$ cat src/rtl/core/local_azimuth_from_vectors_unit_assert.svh
// Assertion macros shared by the local azimuth unit.
`ifndef LOCAL_AZIMUTH_FROM_VECTORS_UNIT_ASSERT_SVH
`define LOCAL_AZIMUTH_FROM_VECTORS_UNIT_ASSERT_SVH

// Same-cycle implication, checked out of reset.
`define LAFV_ASSERT_NOW(label, clk, rst_n, ante, cons, msg) \
  label: assert property (@(posedge clk) disable iff (!rst_n) (ante) |-> (cons)) \
    else $error(msg);

// Next-cycle implication, checked out of reset.
`define LAFV_ASSERT_NEXT(label, clk, rst_n, ante, cons, msg) \
  label: assert property (@(posedge clk) disable iff (!rst_n) (ante) |=> (cons)) \
    else $error(msg);

`endif

$ cat src/rtl/core/lafv_pkg.sv
// Package with types, constants and the arctangent table of the local azimuth unit.
`timescale 1ns / 1ps
package lafv_pkg;

  localparam int COORD_WIDTH    = 32;
  localparam int ANGLE_BITS     = 16;
  localparam int NORM_BITS      = 20;
  localparam int CORDIC_BITS    = 30;
  localparam int CORDIC_STEPS   = 30;
  localparam int CORDIC_W       = 34;
  localparam int SPLIT          = 21;
  localparam int VLEN_W         = $clog2(COORD_WIDTH + 1);
  localparam int PLEN_W         = 7;
  localparam int SQRT_STEPS     = 22;
  localparam int SQ_W           = 44;
  localparam int D_W            = 43;
  localparam int W_W            = 43;
  localparam int ROOT_W         = 22;
  localparam int CORDIC_LATENCY = 37;

  typedef logic signed [NORM_BITS:0] comp_t;
  typedef logic [1:0] status_t;

  localparam status_t ST_NORMAL    = 2'd0;
  localparam status_t ST_POLE      = 2'd1;
  localparam status_t ST_NO_OFFSET = 2'd2;

  typedef struct packed {
    status_t                  status;
    logic signed [63:0]       x;
    logic signed [W_W-1:0]    w;
  } side_t;

  // atan(2^-i) in units of 2^-32 turn.
  function automatic logic [31:0] atan_turn(input int idx);
    logic [31:0] v;
    unique case (idx)
      0:  v = 32'h20000000;  1:  v = 32'h12E4051E;  2:  v = 32'h09FB385B;
      3:  v = 32'h051111D4;  4:  v = 32'h028B0D43;  5:  v = 32'h0145D7E1;
      6:  v = 32'h00A2F61E;  7:  v = 32'h00517C55;  8:  v = 32'h0028BE53;
      9:  v = 32'h00145F2F;  10: v = 32'h000A2F98;  11: v = 32'h000517CC;
      12: v = 32'h00028BE6;  13: v = 32'h000145F3;  14: v = 32'h0000A2F9;
      15: v = 32'h0000517D;  16: v = 32'h000028BE;  17: v = 32'h0000145F;
      18: v = 32'h00000A30;  19: v = 32'h00000518;  20: v = 32'h0000028C;
      21: v = 32'h00000146;  22: v = 32'h000000A3;  23: v = 32'h00000051;
      24: v = 32'h00000029;  25: v = 32'h00000014;  26: v = 32'h0000000A;
      27: v = 32'h00000005;  28: v = 32'h00000003;  29: v = 32'h00000001;
      default: v = 32'h00000000;
    endcase
    return v;
  endfunction

endpackage

$ cat src/rtl/core/lafv_isqrt.sv
// Pipelined floor square root, one result bit per stage, with sideband carried along.
`timescale 1ns / 1ps
module lafv_isqrt (
  input  logic                          clk,
  input  logic                          rst_n,
  input  logic                          in_valid,
  input  logic [lafv_pkg::D_W-1:0]      in_d,
  input  lafv_pkg::side_t               in_side,
  output logic                          out_valid,
  output logic [lafv_pkg::ROOT_W-1:0]   out_root,
  output lafv_pkg::side_t               out_side
);
  import lafv_pkg::*;

  logic [SQ_W-1:0] rem_r  [SQRT_STEPS+1];
  logic [SQ_W-1:0] root_r [SQRT_STEPS+1];
  side_t           side_r [SQRT_STEPS+1];
  logic            vld_r  [SQRT_STEPS+1];

  always_ff @(posedge clk) begin
    if (!rst_n) begin
      vld_r[0] <= 1'b0;
    end else begin
      vld_r[0] <= in_valid;
    end
  end

  always_ff @(posedge clk) begin
    rem_r[0]  <= SQ_W'(in_d);
    root_r[0] <= '0;
    side_r[0] <= in_side;
  end

  for (genvar i = 0; i < SQRT_STEPS; i++) begin : g_step
    localparam logic [SQ_W-1:0] BIT = SQ_W'(1) << (2 * (SQRT_STEPS - 1 - i));
    logic [SQ_W-1:0] trial;
    assign trial = root_r[i] + BIT;

    always_ff @(posedge clk) begin
      if (!rst_n) begin
        vld_r[i+1] <= 1'b0;
      end else begin
        vld_r[i+1] <= vld_r[i];
      end
    end

    always_ff @(posedge clk) begin
      side_r[i+1] <= side_r[i];
      if (rem_r[i] >= trial) begin
        rem_r[i+1]  <= rem_r[i] - trial;
        root_r[i+1] <= (root_r[i] >> 1) + BIT;
      end else begin
        rem_r[i+1]  <= rem_r[i];
        root_r[i+1] <= root_r[i] >> 1;
      end
    end
  end

  assign out_valid = vld_r[SQRT_STEPS];
  assign out_root  = root_r[SQRT_STEPS][ROOT_W-1:0];
  assign out_side  = side_r[SQRT_STEPS];

endmodule

$ cat config.mk
export PLATFORM = sky130hd
export DESIGN_NAME = lafv_isqrt
export DESIGN_NICKNAME = d
export VERILOG_FILES = /design/src/rtl/core/local_azimuth_from_vectors_unit_assert.svh /design/src/rtl/core/lafv_pkg.sv /design/src/rtl/core/lafv_isqrt.sv
export SDC_FILE = /design/constraint.sdc
export NUM_CORES = 2
export LEC_CHECK = 0
export BUFFER_PORTS_ARGS = -buffer_cell sky130_fd_sc_hd__buf_4
export CAP_MARGIN = 20
export CORE_ASPECT_RATIO = 1.25
export CORE_MARGIN = 3
export CORE_UTILIZATION = 59
export CTS_CLUSTER_DIAMETER = 50
export CTS_CLUSTER_SIZE = 12
export DETAILED_ROUTE_END_ITERATION = 6
export HOLD_SLACK_MARGIN = 0.03
export PLACE_DENSITY_LB_ADDON = 0.05
export SKIP_CTS_REPAIR_TIMING = 1
export SYNTH_ARGS = -nofsm -noshare
export SYNTH_HDL_FRONTEND = slang
export SYNTH_MEMORY_MAX_BITS = 65536
export SYNTH_SLANG_ARGS = --single-unit
$ cat constraint.sdc
create_clock -name clk -period 4 [get_ports clk]
set_input_delay 0.6 -clock clk [delete_from_list [all_inputs] [get_ports clk]]
set_output_delay 0.6 -clock clk [all_outputs]
set_load 0.01 [all_outputs]
# == After elaboration in Yosys (flattened, before gate mapping) ==
# Memory sizes are Yosys's and may differ from the RTL's.
# Index checks and enable logic that the tools add are counted.
# word_totals
register_bits,0
mem_bits_rw,4554
output_inout_bits,132
wordCells,294
n_memories,4
# memory_table
name,words,word_bits,read_ports,rd_ports_with_merged_regs,wr,line,rtl
side_r,23,109,23,0,23,lafv_isqrt.sv:17,side_t side_r [SQRT_STEPS+1];
rem_r,23,44,22,0,23,lafv_isqrt.sv:15,logic [SQ_W-1:0] rem_r [SQRT_STEPS+1];
root_r,23,44,23,0,23,lafv_isqrt.sv:16,logic [SQ_W-1:0] root_r [SQRT_STEPS+1];
vld_r,23,1,23,0,23,lafv_isqrt.sv:18,logic vld_r [SQRT_STEPS+1];
# op_classes
addsub,66
order_cmp,22
muxes,135
n_bitwise,67
# ops
operator,count
two-way mux 44 bit,44
greater-or-equal comparator 44 bit,22
subtractor 44 bit,22
two-way mux 1 bit,91
OR 1 bit,67
adder 43 x 1 -> 44 bit (second input constant),1
adder 43 x 11 -> 44 bit (second input constant),1
adder 43 x 13 -> 44 bit (second input constant),1
adder 43 x 15 -> 44 bit (second input constant),1
adder 43 x 17 -> 44 bit (second input constant),1
adder 43 x 19 -> 44 bit (second input constant),1
adder 43 x 21 -> 44 bit (second input constant),1
adder 43 x 23 -> 44 bit (second input constant),1
adder 43 x 25 -> 44 bit (second input constant),1
adder 43 x 27 -> 44 bit (second input constant),1
adder 43 x 29 -> 44 bit (second input constant),1
adder 43 x 3 -> 44 bit (second input constant),1
adder 43 x 31 -> 44 bit (second input constant),1
adder 43 x 33 -> 44 bit (second input constant),1
adder 43 x 35 -> 44 bit (second input constant),1
adder 43 x 37 -> 44 bit (second input constant),1
adder 43 x 39 -> 44 bit (second input constant),1
adder 43 x 41 -> 44 bit (second input constant),1
adder 43 x 43 -> 44 bit (second input constant),1
other kinds (25),25

# == Logic depth before layout (Yosys ltp) ==
# logic_depth
depth_word,5
depth_mapped,13
ltp_nobuf,11

# == Least setup slack after synthesis ==
# Ideal clock, no wire load.
# synth_timing
path_type,register -> register
startpoint,"memory root_r[18][16], in the netlist root_r[2][104]"
endpoint,"memory rem_r[19][8], in the netlist rem_r[2][140]"
arrival_ns,2.976
required_ns,3.868
setup_slack_ns,0.892
path_stages_with_launch,13
n_path_buf,3
path_cell_list,dfxtp_1 > inv_1 > ha_1 > nand4_1 > or2_2 > or4_1 > a31o_2 > and2_1 > clkbuf_1 > inv_1 > clkbuf_1 > clkbuf_1 > a21oi_1
# synth_lines
element,line
"start, declared",lafv_isqrt.sv:16
"end, declared",lafv_isqrt.sv:15

==> flow_results.org <==
** Layout
- Area growth syn-to-layout :: 16.07%
- At the end of the flow the core is filled with cells to ~69%.
- Fraction of final layout cells sized beyond drive strength 1 :: between 10% and 20%
- The library cell used most frequently in the layout, excluding fill and tap cells, is dfxtp_1.
- NumNets Final :: around 8200
- Highest-count cells in the layout ignoring fill and taps :: dfxtp_1 (3750), clkbuf_16 (373), inv_1 (341)

** Routing
- DR vias :: about 48000
- In the final routed layout, each cell accounts on average for roughly 15 um.
- The count of nets left with antenna violations once routing finished came out at 0.
- In the routed layout, each cell is associated on average with a via count of roughly 4.9.
- For this block, the initial DRC count from the detailed router was around 2000.
- The pre-antenna-repair detailed-routing pass consisted of 5 iterations.
- For this run, design rule violations remaining after detail routing come to 0.
- Summed over all layers, the routed wires come to between 150 and 200 mm.

** Timing
- Portion of the clock cycle consumed by the worst path in the final layout :: just under 90%
- Clock Skews :: between 0.06 and 0.07 ns
- The worst path in the final design needs a cycle of approximately 3.5 ns, including I/O delays and setup.
- The worst pin sits at a relative slew slack of 33.58%.
- RSZ-0062 raised after global routing :: false
- Setup_tns :: 0 ns
- The final hold violation count came to 0.
- Number of slew-limit violations in the final report :: 0
- Worst Tran Pin Value :: between 0.9 and 1 ns
- Setup-violating endpoint count in the final report :: 0
- Upper clock frequency limit :: between 200 and 300 MHz

** Yosys
- Most frequently used flop master after synthesis :: dfxtp_1
- Netlist Area Pre-Place :: around 96000 um^2
- Yosys mapped a number of flops with a built-in enable equal to 0.
- Ys async rst share :: 0%
- For this run, the register share of the synthesized area comes to between 70 and 80%.
- After synthesis, the netlist uses 84 different library cells.
- Synth Register Bits :: roughly 3800
- A synthesized cell averages roughly 14 um^2.
- In the synthesized netlist, the number of instances is slightly above 7000.
- Synthesis warning total :: 0

** Floorplanning
- Effective utilization at floorplan :: slightly below 60%
- The die covers 168400 um^2.
- Num rows :: ~170
- Core region area :: about 160000 um^2
- The die is between 300 and 400 um wide.
- Chip Height :: around 460 um
- 287 I/O pins were placed.

** Placement
- Final weighted congestion of routability-driven global placement :: between 0.9 and 1
- Count of input and output buffers :: 286
- Once detailed placement completed, the half-perimeter wirelength came to between 100 and 150 mm.

** Clocking
- Later-pin clock latency in the skew report :: a little over 0.9 ns
- Clock-pin slew was measured on the worst setup and hold paths at 0.06 ns.
- CTS tree :: built
- Clock Tree Buf Depth :: 4
- For this design, the sink count on the clock tree is between 3000 and 4000.
- Buffers inserted during clock tree synthesis total ~370.
- The H-tree was split into 5 levels.
- CTS placed an instance of clkbuf_16 at the clock tree root.

** Critical path
- The worst setup path is launched from a flip-flop.
- Setup crit end kind :: flip-flop
- Req. time, crit path :: approximately 4.8 ns
- Data arrives at the worst endpoint at approximately 4.3 ns.
- The worst setup path is of the reg -> reg kind.
- Slack of the worst reg-to-reg path :: just under 0.5 ns
- Maximum fanout count along the critical path :: 16

** Global route
- Via count of the first global-routing pass :: approximately 50000
- The first global-routing pass estimated about 240 mm of wire.
- Pin count of the biggest net entering global routing :: 42
- For this run, the total global-route usage over all layers was measured as around 18%.
- Global routing finished with a remaining overflow of 0.
- The initial antenna violation count came to 5.

** Status
- The run finished with clean final reports.

** Power and ir drop
- In this run the power spent charging and discharging nets is 0.01955 W.
- Worst supply voltage drop on vdd :: between 0.5 and 0.6 mV
- Internal :: ~0.062 W
- Fraction of power spent switching nets :: a little under a quarter
- Combinational logic burns a little over a tenth of the power.
- P per Cell Area :: roughly 730 nW/um^2
- Share of power burned in the clock network :: ~36%
- For this design the static power due to leakage is 48.83 nW.
- Part of the total power dissipated in sequential elements :: 53.5%

** Worst hold path
- Hold/Removal Path Class :: reg -> reg

** Run
- Maximum Capacitance Violations :: 0
-- state kept, by name (all words and copies together), names as in the netlist --
signal,flops
rem_r,967
vld_r,23
root_r,253
side_r,2507
-- logic make-up (layout without fill, tap and decap cells) --
logic type	after synthesis	count (layout)	synth area share, %
other	1	5	0.003887
XOR/XNOR	377	377	3.423
buffers and inverters	529	1243	2.503
AND/OR/NAND/NOR	1294	1294	7.041
multiplexers	39	39	0.4682
adder cells (fa/ha/maj)	271	271	3.515
flip-flops	3750	3750	77.81
AO/OA/AOI/OAI	813	813	5.232
-- stage by stage --
step           total power [W]  cell area, um^2  worst slack, ns  hold slack [ns]  instances
2_1_floorplan          0.05045            96480           0.8915           0.3096       7075
3_3_place_gp           0.05333           100600           0.5889           0.3095       9394
3_5_place_dp           0.05350           100600           0.5354           0.3121       9395
4_1_cts                0.08273           110400           0.5127          -0.3111       9805
5_1_grt                0.08567           112000           0.3256           0.2666       9961
6_report               0.08187           112000           0.4925           0.2839       9963
-- routing by layer --
metal | share of wire [%] | GRT usage [%]
met4 | 4.6 | 9.057
met2 | 54 | 34.39
met3 | 3.9 | 3.710
met1 | 38 | 18.22
met5 | 0 | 0
-- cell type report --
class	instances	area (um^2)
Timing Repair Buffer	490	4089
Multi-Input combinational cell	2796	19020
Fill cell	11245	50090
Clock buffer	384	9435
Tap cell	2171	2716
Antenna cell	3	7.507
Inverter	343	1287
Sequential cell	3750	75070
Clock inverter	26	346.6
-- Yosys cell counts (all sizes together), types with 50 or more instances --
library cell	count	area, um^2
dfxtp	3750	75070
nor3	146	730.7
a21oi	231	1156
xor2	210	1839
o21ai	235	1176
inv	342	1284
xnor2	167	1463
ha	271	3391
or3	50	317.8
nor4	150	938.4
nand3	51	255.2
a21o	54	405.4
nand2b	57	356.6
o21a	62	465.5
nand4	58	362.9
buf	119	875.8
nand2	305	1147
nor2	233	874.6
clkbuf	67	251.5
-- critical path: stages, from the launching register on --
cell,delay [ns]
dfxtp_1,0.32
inv_1,0.04
ha_1,0.37
nand4_1,0.23
or2_2,0.37
or4_1,0.63
a31o_2,0.30
and2_1,0.22
inv_1,0.48
mux2_2,0.41
-- power groups by stage --
| stage | Sequential, W | Combinational, W | Clock [W] |
|---|---|---|---|
| 2_1_floorplan | 0.0436 | 0.00682 | 0 |
| 3_5_place_dp | 0.0446 | 0.00890 | 0 |
| 5_1_grt | 0.0442 | 0.0101 | 0.0314 |
| 4_1_cts | 0.0438 | 0.00895 | 0.0299 |
| 6_report | 0.0438 | 0.00903 | 0.0290 |
| 3_3_place_gp | 0.0445 | 0.00880 | 0 |
-- worst paths after layout --
| path | end | startpoint | depth (start not counted) |
|---|---|---|---|
| worst max register to register | rem_r[2][148] | root_r[2][104] | 9 |
| worst min-delay path | side_r[1][460] | side_r[1][351] | 0 |
| worst min register to register | side_r[1][460] | side_r[1][351] | 0 |
| worst max-delay path | rem_r[2][148] | root_r[2][104] | 9 |
(Power assumes the default switching activity.)
