**src/rtl/core/local_azimuth_from_vectors_unit_assert.svh**
```systemverilog
// Assertion macros shared by the local azimuth unit.
`ifndef LOCAL_AZIMUTH_FROM_VECTORS_UNIT_ASSERT_SVH
`define LOCAL_AZIMUTH_FROM_VECTORS_UNIT_ASSERT_SVH

// Same-cycle implication, checked out of reset.
`define LAFV_ASSERT_NOW(label, clk, rst_n, ante, cons, msg) \
  label: assert property (@(posedge clk) disable iff (!rst_n) (ante) |-> (cons)) \
    else $error(msg);

// Next-cycle implication, checked out of reset.
`define LAFV_ASSERT_NEXT(label, clk, rst_n, ante, cons, msg) \
  label: assert property (@(posedge clk) disable iff (!rst_n) (ante) |=> (cons)) \
    else $error(msg);

`endif

```
**src/rtl/core/lafv_pkg.sv**
```systemverilog
// Package with types, constants and the arctangent table of the local azimuth unit.
`timescale 1ns / 1ps
package lafv_pkg;

  localparam int COORD_WIDTH    = 32;
  localparam int ANGLE_BITS     = 16;
  localparam int NORM_BITS      = 20;
  localparam int CORDIC_BITS    = 30;
  localparam int CORDIC_STEPS   = 30;
  localparam int CORDIC_W       = 34;
  localparam int SPLIT          = 21;
  localparam int VLEN_W         = $clog2(COORD_WIDTH + 1);
  localparam int PLEN_W         = 7;
  localparam int SQRT_STEPS     = 22;
  localparam int SQ_W           = 44;
  localparam int D_W            = 43;
  localparam int W_W            = 43;
  localparam int ROOT_W         = 22;
  localparam int CORDIC_LATENCY = 37;

  typedef logic signed [NORM_BITS:0] comp_t;
  typedef logic [1:0] status_t;

  localparam status_t ST_NORMAL    = 2'd0;
  localparam status_t ST_POLE      = 2'd1;
  localparam status_t ST_NO_OFFSET = 2'd2;

  typedef struct packed {
    status_t                  status;
    logic signed [63:0]       x;
    logic signed [W_W-1:0]    w;
  } side_t;

  // atan(2^-i) in units of 2^-32 turn.
  function automatic logic [31:0] atan_turn(input int idx);
    logic [31:0] v;
    unique case (idx)
      0:  v = 32'h20000000;  1:  v = 32'h12E4051E;  2:  v = 32'h09FB385B;
      3:  v = 32'h051111D4;  4:  v = 32'h028B0D43;  5:  v = 32'h0145D7E1;
      6:  v = 32'h00A2F61E;  7:  v = 32'h00517C55;  8:  v = 32'h0028BE53;
      9:  v = 32'h00145F2F;  10: v = 32'h000A2F98;  11: v = 32'h000517CC;
      12: v = 32'h00028BE6;  13: v = 32'h000145F3;  14: v = 32'h0000A2F9;
      15: v = 32'h0000517D;  16: v = 32'h000028BE;  17: v = 32'h0000145F;
      18: v = 32'h00000A30;  19: v = 32'h00000518;  20: v = 32'h0000028C;
      21: v = 32'h00000146;  22: v = 32'h000000A3;  23: v = 32'h00000051;
      24: v = 32'h00000029;  25: v = 32'h00000014;  26: v = 32'h0000000A;
      27: v = 32'h00000005;  28: v = 32'h00000003;  29: v = 32'h00000001;
      default: v = 32'h00000000;
    endcase
    return v;
  endfunction

endpackage

```
**src/rtl/core/lafv_vec_norm.sv**
```systemverilog
// Three-stage scaler that brings a 3-vector to a 20-bit largest magnitude.
`timescale 1ns / 1ps
module lafv_vec_norm (
  input  logic                                   clk,
  input  logic                                   rst_n,
  input  logic                                   in_valid,
  input  logic [2:0][lafv_pkg::COORD_WIDTH-1:0]  vec_in,
  output logic                                   out_valid,
  output lafv_pkg::comp_t [2:0]                  vec_out
);
  import lafv_pkg::*;

  logic [2:0][COORD_WIDTH-1:0] mag_r, mag_nxt, mag2_r, sh;
  logic [2:0]                  neg_r, neg_nxt, neg2_r;
  logic [COORD_WIDTH-1:0]      or_r;
  logic [VLEN_W-1:0]           len_r, len_nxt;
  logic                        v1_r, v2_r, v3_r;
  comp_t [2:0]                 out_r, out_nxt;
  logic [2:0][NORM_BITS-1:0]   m20;

  always_comb begin
    for (int k = 0; k < 3; k++) begin
      neg_nxt[k] = vec_in[k][COORD_WIDTH-1];
      mag_nxt[k] = neg_nxt[k] ? (~vec_in[k] + 1'b1) : vec_in[k];
    end
  end

  // Bit length of the largest magnitude equals that of the OR of all of them.
  always_comb begin
    len_nxt = '0;
    for (int i = 0; i < COORD_WIDTH; i++) begin
      if (or_r[i]) begin
        len_nxt = VLEN_W'(i + 1);
      end
    end
  end

  always_comb begin
    for (int k = 0; k < 3; k++) begin
      if (len_r > VLEN_W'(NORM_BITS)) begin
        sh[k] = mag2_r[k] >> (len_r - VLEN_W'(NORM_BITS));
      end else begin
        sh[k] = mag2_r[k] << (VLEN_W'(NORM_BITS) - len_r);
      end
      m20[k]     = sh[k][NORM_BITS-1:0];
      out_nxt[k] = neg2_r[k] ? -$signed({1'b0, m20[k]}) : $signed({1'b0, m20[k]});
    end
  end

  always_ff @(posedge clk) begin
    if (!rst_n) begin
      v1_r <= 1'b0;
      v2_r <= 1'b0;
      v3_r <= 1'b0;
    end else begin
      v1_r <= in_valid;
      v2_r <= v1_r;
      v3_r <= v2_r;
    end
  end

  always_ff @(posedge clk) begin
    mag_r  <= mag_nxt;
    neg_r  <= neg_nxt;
    or_r   <= mag_nxt[0] | mag_nxt[1] | mag_nxt[2];
    mag2_r <= mag_r;
    neg2_r <= neg_r;
    len_r  <= len_nxt;
    out_r  <= out_nxt;
  end

  assign out_valid = v3_r;
  assign vec_out   = out_r;

endmodule

```
**config.mk**
```make
export PLATFORM = sky130hd
export DESIGN_NAME = lafv_vec_norm
export DESIGN_NICKNAME = d
export VERILOG_FILES = /design/src/rtl/core/local_azimuth_from_vectors_unit_assert.svh /design/src/rtl/core/lafv_pkg.sv /design/src/rtl/core/lafv_vec_norm.sv
export SDC_FILE = /design/constraint.sdc
export NUM_CORES = 1
export LEC_CHECK = 0
export BUFFER_PORTS_ARGS = -buffer_cell sky130_fd_sc_hd__buf_4
export CORE_UTILIZATION = 30
export CTS_BUF_LIST = sky130_fd_sc_hd__clkbuf_2
export DETAILED_ROUTE_END_ITERATION = 16
export GPL_TIMING_DRIVEN = 0
export PLACE_DENSITY = 0.47
export RECOVER_POWER = 25
export SLEW_MARGIN = 20
export SYNTH_ARGS = -nofsm -noshare
export SYNTH_HDL_FRONTEND = slang
export SYNTH_SLANG_ARGS = --single-unit
```
**constraint.sdc**
```tcl
create_clock -name clk -period 7.58 [get_ports clk]
set_input_delay 1.137 -clock clk [delete_from_list [all_inputs] [get_ports clk]]
set_output_delay 1.137 -clock clk [all_outputs]
set_load 0.01 [all_outputs]
```
Word-level counts from Yosys, hierarchy flattened:

Index checks and enable logic that the tools add are counted.
Widths: inputs -> output; s select.

* output and inout bits: 64
* bits in registers: 302
* bits of input ports: 99
* word-level logic and storage cells: 79

* bitwise operators: 5
* mux-type cells: 40
* $lt $le $gt $ge: 1
* add/sub/neg operators: 8
* shift-type cells: 6

Operators with widths (count)
* $mux 6: 30
* $mux 20: 6
* $add 32x1->32 const B: 3
* $mux 32: 3
* $not 32->32: 3
* $shl 32x6->20: 3
* $shr 32x6->20: 3
* $or 32x32->32: 2
* $neg 20->21: 3
* $gt 6x5->1 const B: 1
* $sub 5x6->6 const A: 1
* $sub 6x5->6 const B: 1
* $mux 1: 1

Logic depth before layout (Yosys ltp):

Gate-level depths: netlist of run 1.

* depth after elaboration: 31
* gate-level depth with buffers: 22

Least setup slack after synthesis of run 1:

No wires, ideal clock.

* path type: reg2reg
* start point: register len_r[2]
* end point: register out_r (netlist bit vec_out[18])
* library setup time: 0.128 ns
* path slack: 2.020 ns
* stages on the path, launching flop included: 22
* buffers on the path: 8
* arrival time: 5.432 ns
* period minus slack after synthesis: 5.560 ns
* cell sequence: dfxtp_1 > buf_4 > inv_2 > clkbuf_1 > buf_1 > clkbuf_1 > ha_1 > buf_2 > buf_2 > buf_2 > buf_2 > mux4_2 > a22oi_1 > o21ai_0 > a211oi_1 > ha_1 > inv_1 > or4b_4 > nor4_4 > nand2_2 > o41ai_2 > xnor2_1

RTL lines
* start, declared: RTL line lafv_vec_norm.sv:16 `logic [VLEN_W-1:0] len_r, len_nxt;`
* start signal, assigned: RTL line lafv_vec_norm.sv:68 `len_r <= len_nxt;`
* end signal, assigned: RTL line lafv_vec_norm.sv:69 `out_r <= out_nxt;`
* end, declared: RTL line lafv_vec_norm.sv:18 `comp_t [2:0] out_r, out_nxt;`

==> impl_metrics.yaml, run 1 <==
yosys:
  yosys.area.top_type: "dfxtp_1"
  netlist_instances: 1997
  synthTopCellsByArea: "dfxtp_1 31%, mux4_2 17%, mux2i_1 8.4%"
  ys_warn_count: 0
  seq_area_frac_synth: 0.306
  synthesis.nets: 2106
  synth-edff-count: 0
  synthTopCellsByCount: "302 x dfxtp_1, 166 x mux2i_1, 157 x nand2_1"
  ys_types: 84
  synth_most_common_cell: "dfxtp_1"
  synth-seq-cells: 302
  synthArstFlopShare: 0
  netlist_area_um2: 19800
  syn_area_per_cell_um2: 9.91
  synth_top_area_frac: 0.306
  ys.flop_type: "dfxtp_1"
timing:
  hold_slack_ps: 189
  max_clock_freq_ghz: 0.133
  hold_viol: 0
  rsz0062_at_grt: "false"
  relSlewSlack: 0.170
  final.setup.tns_ps: 0
  setup-violations-final: 0
  period_share: 0.991
  slew_violations: 0
  skew_ps: 150
  worst_pin_slew_ps: 1240
  post-route-min-period_ps: 7510
detailed_routing:
  route.detailed.drc: 0
  wl_per_cell_um: 36.6
  vias: 19300
  antenna_left: 0
  wl_um: 116000
  avgViaCountPerCell: 6.11
  drt_iter0_drc: 1848
  first_pass_iters: 7
outcome:
  status: "finished clean"
floorplanning:
  pin_count: 163
  chipHeight_um: 259
  num_rows: 93
  core_area_um2: 64800
  initial_core_util: 0.305
  die-width_um: 259
  die_area_um2: 67000
finish:
  fill_cells: 6670
  final_cells: 3155
  drive_gt1_frac: 0.267
  final_cell_area_um2: 22900
  area_growth_pct: 15.6
  fin_nets: 2353
cts:
  post_cts_buffers: 0
  cts_tree: "yes"
  cts_max_level: 3
  clkTransAtPathRegs_ps: 100
  cts.sinks: 302
  numCtsBuffers: 77
  cts.path.max_buffers: 3
  clock-root-buffer: "clkbuf_2"
  insertion_delay_ps: 1100
pwr:
  p_per_area_nw_per_um2: 200
  cellLeakagePower_nw: 9.07
  vdd_ir_drop_max_mv: 0.114
global_routing:
  grt_pass1_wl_um: 157000
  grt_pass1_vias: 18900
  grtUsageTotal: 0.340
  grt_max_degree: 20
  grt_overflow: 0
  antenna_found_initial: 4
placement:
  placed_cells: 3021
  gp_congestion: 0.998
  hpwl_um: 94200
  io_buffer_count: 162
  postPlaceCellArea_um2: 22200
flow_run:
  cap_violations: 0
worst_setup_path:
  crit_path_max_fanout: 10
  path_class: "flop to flop"
  crit_path_start_kind: "flop"
  cp.required_ps: 8540
  worstSetupEndpointType: "flop"
  cp_data_arrival_time_ps: 8470
worst_hold_path:
  min_path_type: "flop to flop"
[cells in the final DEF (no fill, tap or decap), types with 18 or more instances in the layout]
| master | n |
|---|---|
| mux4_2 | 150 |
| nand2b_1 | 20 |
| nor3_1 | 32 |
| buf_4 | 183 |
| nand3_1 | 30 |
| dfxtp_1 | 302 |
| o31ai_1 | 33 |
| clkbuf_2 | 112 |
| buf_2 | 57 |
| o22ai_1 | 23 |
| nand2_1 | 157 |
| clkbuf_1 | 64 |
| and2_1 | 20 |
| inv_1 | 36 |
| nor2_1 | 99 |
| o21ai_0 | 97 |
| a22oi_1 | 29 |
| mux2_2 | 52 |
| mux2i_1 | 166 |
| a21oi_1 | 66 |
| xnor2_1 | 118 |
| or3_1 | 61 |
| o211ai_1 | 18 |
| a31oi_1 | 18 |
| xor2_1 | 29 |
| a211oi_1 | 25 |
[what timing repair did]
| action | CTS | global route |
|---|---|---|
| hold buffers | 0 | 0 |
| setup endpoints to repair | 43 | 15 |
| resized for setup | 14 | 9 |
[where the power goes]
part           switching (mW)  total, mW  internal (mW)
sequential              0.187       1.97           1.78
combinational           0.884       1.52          0.632
clock                   0.690       1.08          0.386
total                    1.76       4.56           2.80
[per-layer routing]
metal | up-vias | global-route usage | routed length (µm)
li1 | 8169 | - | -
met1 | 9649 | 0.433 | 48100
met2 | 1182 | 0.554 | 53300
met3 | 270 | 0.0566 | 7660
met4 | 0 | 0.174 | 6570
met5 | - | 0 | 0
[final timing paths]
kind,start,end,slack (ps),depth (start not counted)
min reg2reg,mag_r[51],mag2_r[51],190,0
min,mag_r[51],mag2_r[51],190,0
max,len_r[0],vec_out[18],70,21
max reg2reg,len_r[0],vec_out[18],70,21
[state kept, by name, indices dropped and copies added, names as in the netlist]
signal     cells
mag_r         96
vec_out       63
neg_r          3
neg2_r         3
v1_r           1
or_r          32
mag2_r        96
len_r          6
v2_r           1
out_valid      1
[through the flow]
stage / total power [mW] / setup WS [ps] / utilization
CTS: 4.58 / 63.0 / 0.353
finish: 4.56 / 67.9 / 0.353
detailed placement: 3.48 / -958 / 0.342
floorplan: 2.77 / 2020 / -
global placement: 3.49 / -1070 / 0.340
global route: 4.76 / 8.30 / 0.353
[critical path, cell delays in order, from the launching register on]
cell,delay (ps)
dfxtp_1,390
buf_4,260
clkinv_2,220
buf_4,330
buf_2,550
buf_2,480
clkdlybuf4s15_2,600
ha_1,220
buf_2,270
a2bb2oi_1,130
nand4_1,370
nand2_1,310
clkbuf_2,450
clkbuf_2,430
a211oi_2,430
ha_1,220
inv_1,50
or4b_4,570
nor4_4,370
nand2_2,150
o41ai_2,410
xnor2_1,180
[kinds of logic (layout without fill, tap and decap cells)]
family	count (synthesis)	count (layout)	synth area share
AO/OA/AOI/OAI	455	455	0.160
flip-flops	302	302	0.306
XOR/XNOR	148	148	0.0655
adder cells (fa/ha/maj)	10	10	0.00632
AND/OR/NAND/NOR	519	519	0.133
buffers and inverters	195	495	0.0453
multiplexers	368	368	0.284
other	0	3	0
[area by class of cell]
type                    count  area, µm²  area share
flip-flops and latches    302       6050       0.264
plain buffers             155        769      0.0337
diodes                      3       7.51    0.000328
inverters                  39        148     0.00646
clock inverters            26        131     0.00575
multi-input cells        1500      12900       0.564
well taps                 855       1070      0.0468
repair buffers            169       1250      0.0548
clock buffers             106        531      0.0232
(Power assumes the default switching activity.)
==> inputs of run 2 (changes only) <==
- CELL_PAD_IN_SITES_DETAIL_PLACEMENT: unset -> 0
- CELL_PAD_IN_SITES_GLOBAL_PLACEMENT: unset -> 1
- CORE_ASPECT_RATIO: unset -> 1.5
- PLACE_DENSITY: 0.47 -> 0.56
==> impl_metrics.yaml, run 2 (synthesis gave the netlist of run 1 again) <==
timing:
  max_clock_freq_ghz: 0.131
  setup-violations-final: 3
  skew_ps: 130
  fin_ws_ps: -74.4
  rsz0062_at_grt: "false"
  worst_pin_slew_ps: 1310
  slew_violations: 0
  post-route-min-period_ps: 7650
  relSlewSlack: 0.121
  hold_viol: 0
  period_share: 1.01
worst_setup_path:
  critical-path-top-delay-family: "buffers and inverters"
  r2r_slack_ps: -70
  crit_path_start_kind: "flop"
  max_stage_delay_ps: 920
  crit_path_max_fanout: 19
  path_cells: "buf_4, clkinv_2, buf_4, buf_2, clkdlybuf4s15_2, ha_1, buf_2, a2bb2oi_1, nand4_1, nand2_1, clkbuf_1, clkbuf_1, o211ai_1, and2_1, ha_1, inv_1, or3_1, nand3b_1, o21ai_0, xnor2_1"
  cp.required_ps: 8530
  cp_data_arrival_time_ps: 8600
  cp_num_buf_inv: 9
  path_class: "flop to flop"
  cpMaxStageDelayCell: "clkbuf_1"
  worstSetupEndpointType: "flop"
cts:
  cts_max_level: 3
  clock-root-buffer: "clkbuf_2"
  cts_tree: "yes"
  insertion_delay_ps: 1140
  numCtsBuffers: 74
  clkTransAtPathRegs_ps: 110
  cts.sinks: 302
  cts.path.max_buffers: 3
finish:
  final_cells: 3171
  fin_nets: 2348
  final_common_cell: "dfxtp_1"
  final_cell_mix: "302 x dfxtp_1, 182 x buf_4, 166 x mux2i_1"
  area_growth_pct: 16.1
  final_cell_area_um2: 23000
  drive_gt1_frac: 0.262
  postLayoutCoreUtil: 0.355
placement:
  postPlaceCellArea_um2: 22200
  io_buffer_count: 162
  gp_congestion: 1.02
  placed_cells: 3033
  hpwl_um: 97200
  pre_cts_ws_ps: -1290
floorplanning:
  pin_count: 163
  num_rows: 114
  die-width_um: 212
  die_area_um2: 67000
  initial_core_util: 0.305
  chipHeight_um: 317
  core_area_um2: 64800
detailed_routing:
  avgViaCountPerCell: 6.06
  first_pass_iters: 7
  route.detailed.drc: 0
  antenna_left: 0
  wl_um: 119000
  drt_iter0_drc: 1860
  wl_per_cell_um: 37.4
  vias: 19200
pwr:
  swShare: 0.378
  cellLeakagePower_nw: 9.10
  clkPwrFrac: 0.256
  p_comb_frac: 0.324
  switchingPower_mw: 1.77
  seqPwrFrac: 0.420
  p_per_area_nw_per_um2: 204
  internal_power_mw: 2.91
  vdd_ir_drop_max_mv: 0.0798
global_routing:
  grt_max_degree: 20
  use_met3: 0.0682
  grt_pass1_wl_um: 161000
  grt_pass1_vias: 19500
  met2_usage: 0.612
  grt_overflow: 0
  busiest_layer: "met2"
  met1_usage: 0.365
  grtUsageTotal: 0.355
  antenna_found_initial: 3
outcome:
  status: "finished, violations left"
  violations: "setup timing"
worst_hold_path:
  min_path_type: "flop to flop"
flow_run:
  cap_violations: 0
run 2: cell types whose count changed in the layout (fill, tap and decap cells not counted), moves of 2 or more:
cell	before	now
inv_2	2	4
bufinv_16	0	4
clkinvlp_4	4	2
clkinv_2	8	6
clkinv_1	13	20
diode_2	3	6
clkbuf_2	112	100
run 2: timing repair:
action	in CTS	in global routing
buffers inserted	0	0
endpoints found under the setup margin	54	18
resized for setup	12	8
hold buffers	1	0
endpoints found under the hold margin	1	0
run 2: path summary, 6_finish.rpt:
check | cells past startpoint | endpoint | startpoint
max | 20 | vec_out[35] | len_r[0]
max reg2reg | 20 | vec_out[35] | len_r[0]
min | 0 | mag2_r[89] | mag_r[89]
min reg2reg | 0 | mag2_r[89] | mag_r[89]
run 2: area by class of cell:
class	instances	area [µm²]
fillers	6770	41800
multi-input cells	1500	12900
flip-flops and latches	302	6050
repair buffers	168	1250
well taps	870	1090
plain buffers	154	768
clock buffers	97	485
clock inverters	35	260
inverters	39	148
diodes	6	15.0
run 2: per-layer routing:
layer / part of all wire / up-vias
met1: 0.34 / 9373
met5: 0 / -
met3: 0.067 / 433
met4: 0.10 / 0
li1: - / 8162
met2: 0.49 / 1263
run 2: power by group through the flow:
stage,registers (mW),logic [mW],clock network (mW)
6_report,1.97,1.51,1.20
5_1_grt,1.98,1.57,1.33
4_1_cts,1.96,1.49,1.25
3_5_place_dp,1.99,1.48,0
3_3_place_gp,1.99,1.49,0
2_1_floorplan,1.94,0.824,0
run 2: through the flow:
step	total power [mW]	hold slack [ps]	setup TNS, ps
6_report	4.68	225	-147
5_1_grt	4.89	206	0
4_1_cts	4.70	104	0
3_5_place_dp	3.47	312	-40410
3_3_place_gp	3.49	311	-45730
2_1_floorplan	2.77	310	0
==> inputs of run 3 (changes only) <==
- PLACE_DENSITY: 0.56 -> unset
- PLACE_DENSITY_LB_ADDON: unset -> 0.1
==> impl_metrics.yaml, run 3 (synthesis gave the netlist of run 1 again) <==
finish:
  fill_cells: 6848
  register_area_um2: 6050
  drive_gt1_frac: 0.264
  multi_input_area_um2: 12900
  final_common_cell: "dfxtp_1"
  area_growth_pct: 15.5
  final_cell_mix: "302 x dfxtp_1, 182 x buf_4, 166 x mux2i_1"
  fin_nets: 2346
pwr:
  p_per_area_nw_per_um2: 199
  cellLeakagePower_nw: 9.04
  vdd_ir_drop_max_mv: 0.0904
timing:
  hold_viol: 0
  fin_ws_ps: 152
  period_share: 0.980
  slew_violations: 0
  relSlewSlack: 0.156
  setup-violations-final: 0
  max_clock_freq_ghz: 0.135
  skew_ps: 135
  worst_pin_slew_ps: 1260
  hold_slack_ps: 219
  post-route-min-period_ps: 7430
  rsz0062_at_grt: "false"
  final.setup.tns_ps: 0
global_routing:
  grt_max_degree: 20
  grt_overflow: 0
  grtUsageTotal: 0.350
  grt_pass1_vias: 19500
  grt_pass1_wl_um: 158000
  antenna_found_initial: 7
worst_setup_path:
  worstSetupEndpointType: "flop"
  path_class: "flop to flop"
  cp_data_arrival_time_ps: 8410
  crit_path_start_kind: "flop"
  r2r_cells: 21
  cp.required_ps: 8560
  crit_path_max_fanout: 11
cts:
  clkTransAtPathRegs_ps: 90
  cts_hold_buffers: 0
  post_cts_buffers: 0
  cts_max_level: 3
  cts.path.max_buffers: 3
  cts.sinks: 302
  insertion_delay_ps: 1110
  clock-root-buffer: "clkbuf_2"
  numCtsBuffers: 72
  cts_tree: "yes"
floorplanning:
  chipHeight_um: 317
  core_area_um2: 64800
  pin_count: 163
  num_rows: 114
  die_area_um2: 67000
  initial_core_util: 0.305
  die-width_um: 212
placement:
  pre_cts_ws_ps: -1270
  io_buffer_count: 162
  gp_congestion: 1.03
  hpwl_um: 95500
worst_hold_path:
  min_path_cells: 0
  min_path_type: "flop to flop"
detailed_routing:
  wl_per_cell_um: 37.1
  avgViaCountPerCell: 6.14
  antenna_left: 0
  dr_wl_met2_um: 56300
  vias: 19400
  wl_um: 117000
  first_pass_iters: 5
  drt_iter0_drc: 2054
  route.detailed.drc: 0
  route.met3.wl_um: 8370
  wl_met1_um: 39000
  top_layer: "met4"
outcome:
  status: "finished clean"
flow_run:
  cap_violations: 0
## run 3: cell types whose count changed in the layout (fill, tap and decap cells not counted), moves of 2 or more
cell and delta:
bufinv_16 -2, clkinvlp_4 +2, clkinv_2 -3, clkbuf_2 +4, clkinv_1 -9
## run 3: routing by layer
layer / vias to the layer above / track usage
li1: 8150 / -
met1: 9398 / 0.354
met2: 1348 / 0.595
met3: 493 / 0.0677
met4: 0 / 0.347
met5: - / 0.000718
## run 3: cell type report
class                      count  area share
antenna                        5    0.000547
buffer                       154      0.0333
clock buffer                  99      0.0217
clock inverter                20     0.00624
inverter                      39     0.00657
multi-input combinational   1500       0.565
sequential                   302       0.265
tap                          870      0.0476
timing repair buffer         168      0.0544
## run 3: path summary, 6_finish.rpt
check	endpoint	from	slack, ps
setup / recovery	vec_out[41]	len_r[2]	150
hold / removal	mag2_r[33]	mag_r[33]	220
setup reg to reg	vec_out[41]	len_r[2]	150
hold reg to reg	mag2_r[33]	mag_r[33]	220
## run 3: critical path, stage by stage, from the launching register on
cell      delay (ps)
dfxtp_1          390
buf_4            220
inv_2            330
clkbuf_2         480
buf_2            480
clkbuf_2         440
ha_1             250
buf_2            330
buf_2            370
buf_2            400
buf_4            380
buf_2            470
buf_2            450
buf_2            390
nand3_1          130
o211ai_1         210
and2_1           210
ha_1             150
inv_1             60
or3_1            500
nand3b_1         270
o41a_1           450
## run 3: repair_timing
action	in CTS	in global routing
endpoints found under the hold margin	0	0
setup endpoints to repair	52	17
resized for setup	13	6
## run 3: where the power goes
part	internal (mW)	total [mW]	switching (mW)
Combinational	0.631	1.50	0.864
Sequential	1.78	1.97	0.182
Clock	0.419	1.09	0.668
Total	2.83	4.55	1.72
## run 3: through the flow
step | power (mW) | util | area, µm² | instances
detailed placement | 3.46 | 0.343 | 22200 | 3035
global route | 4.76 | 0.353 | 22900 | 3156
finish | 4.55 | 0.353 | 22900 | 3157
floorplan | 2.77 | - | 19800 | 1997
global placement | 3.47 | 0.341 | 22100 | 3029
CTS | 4.56 | 0.353 | 22900 | 3152
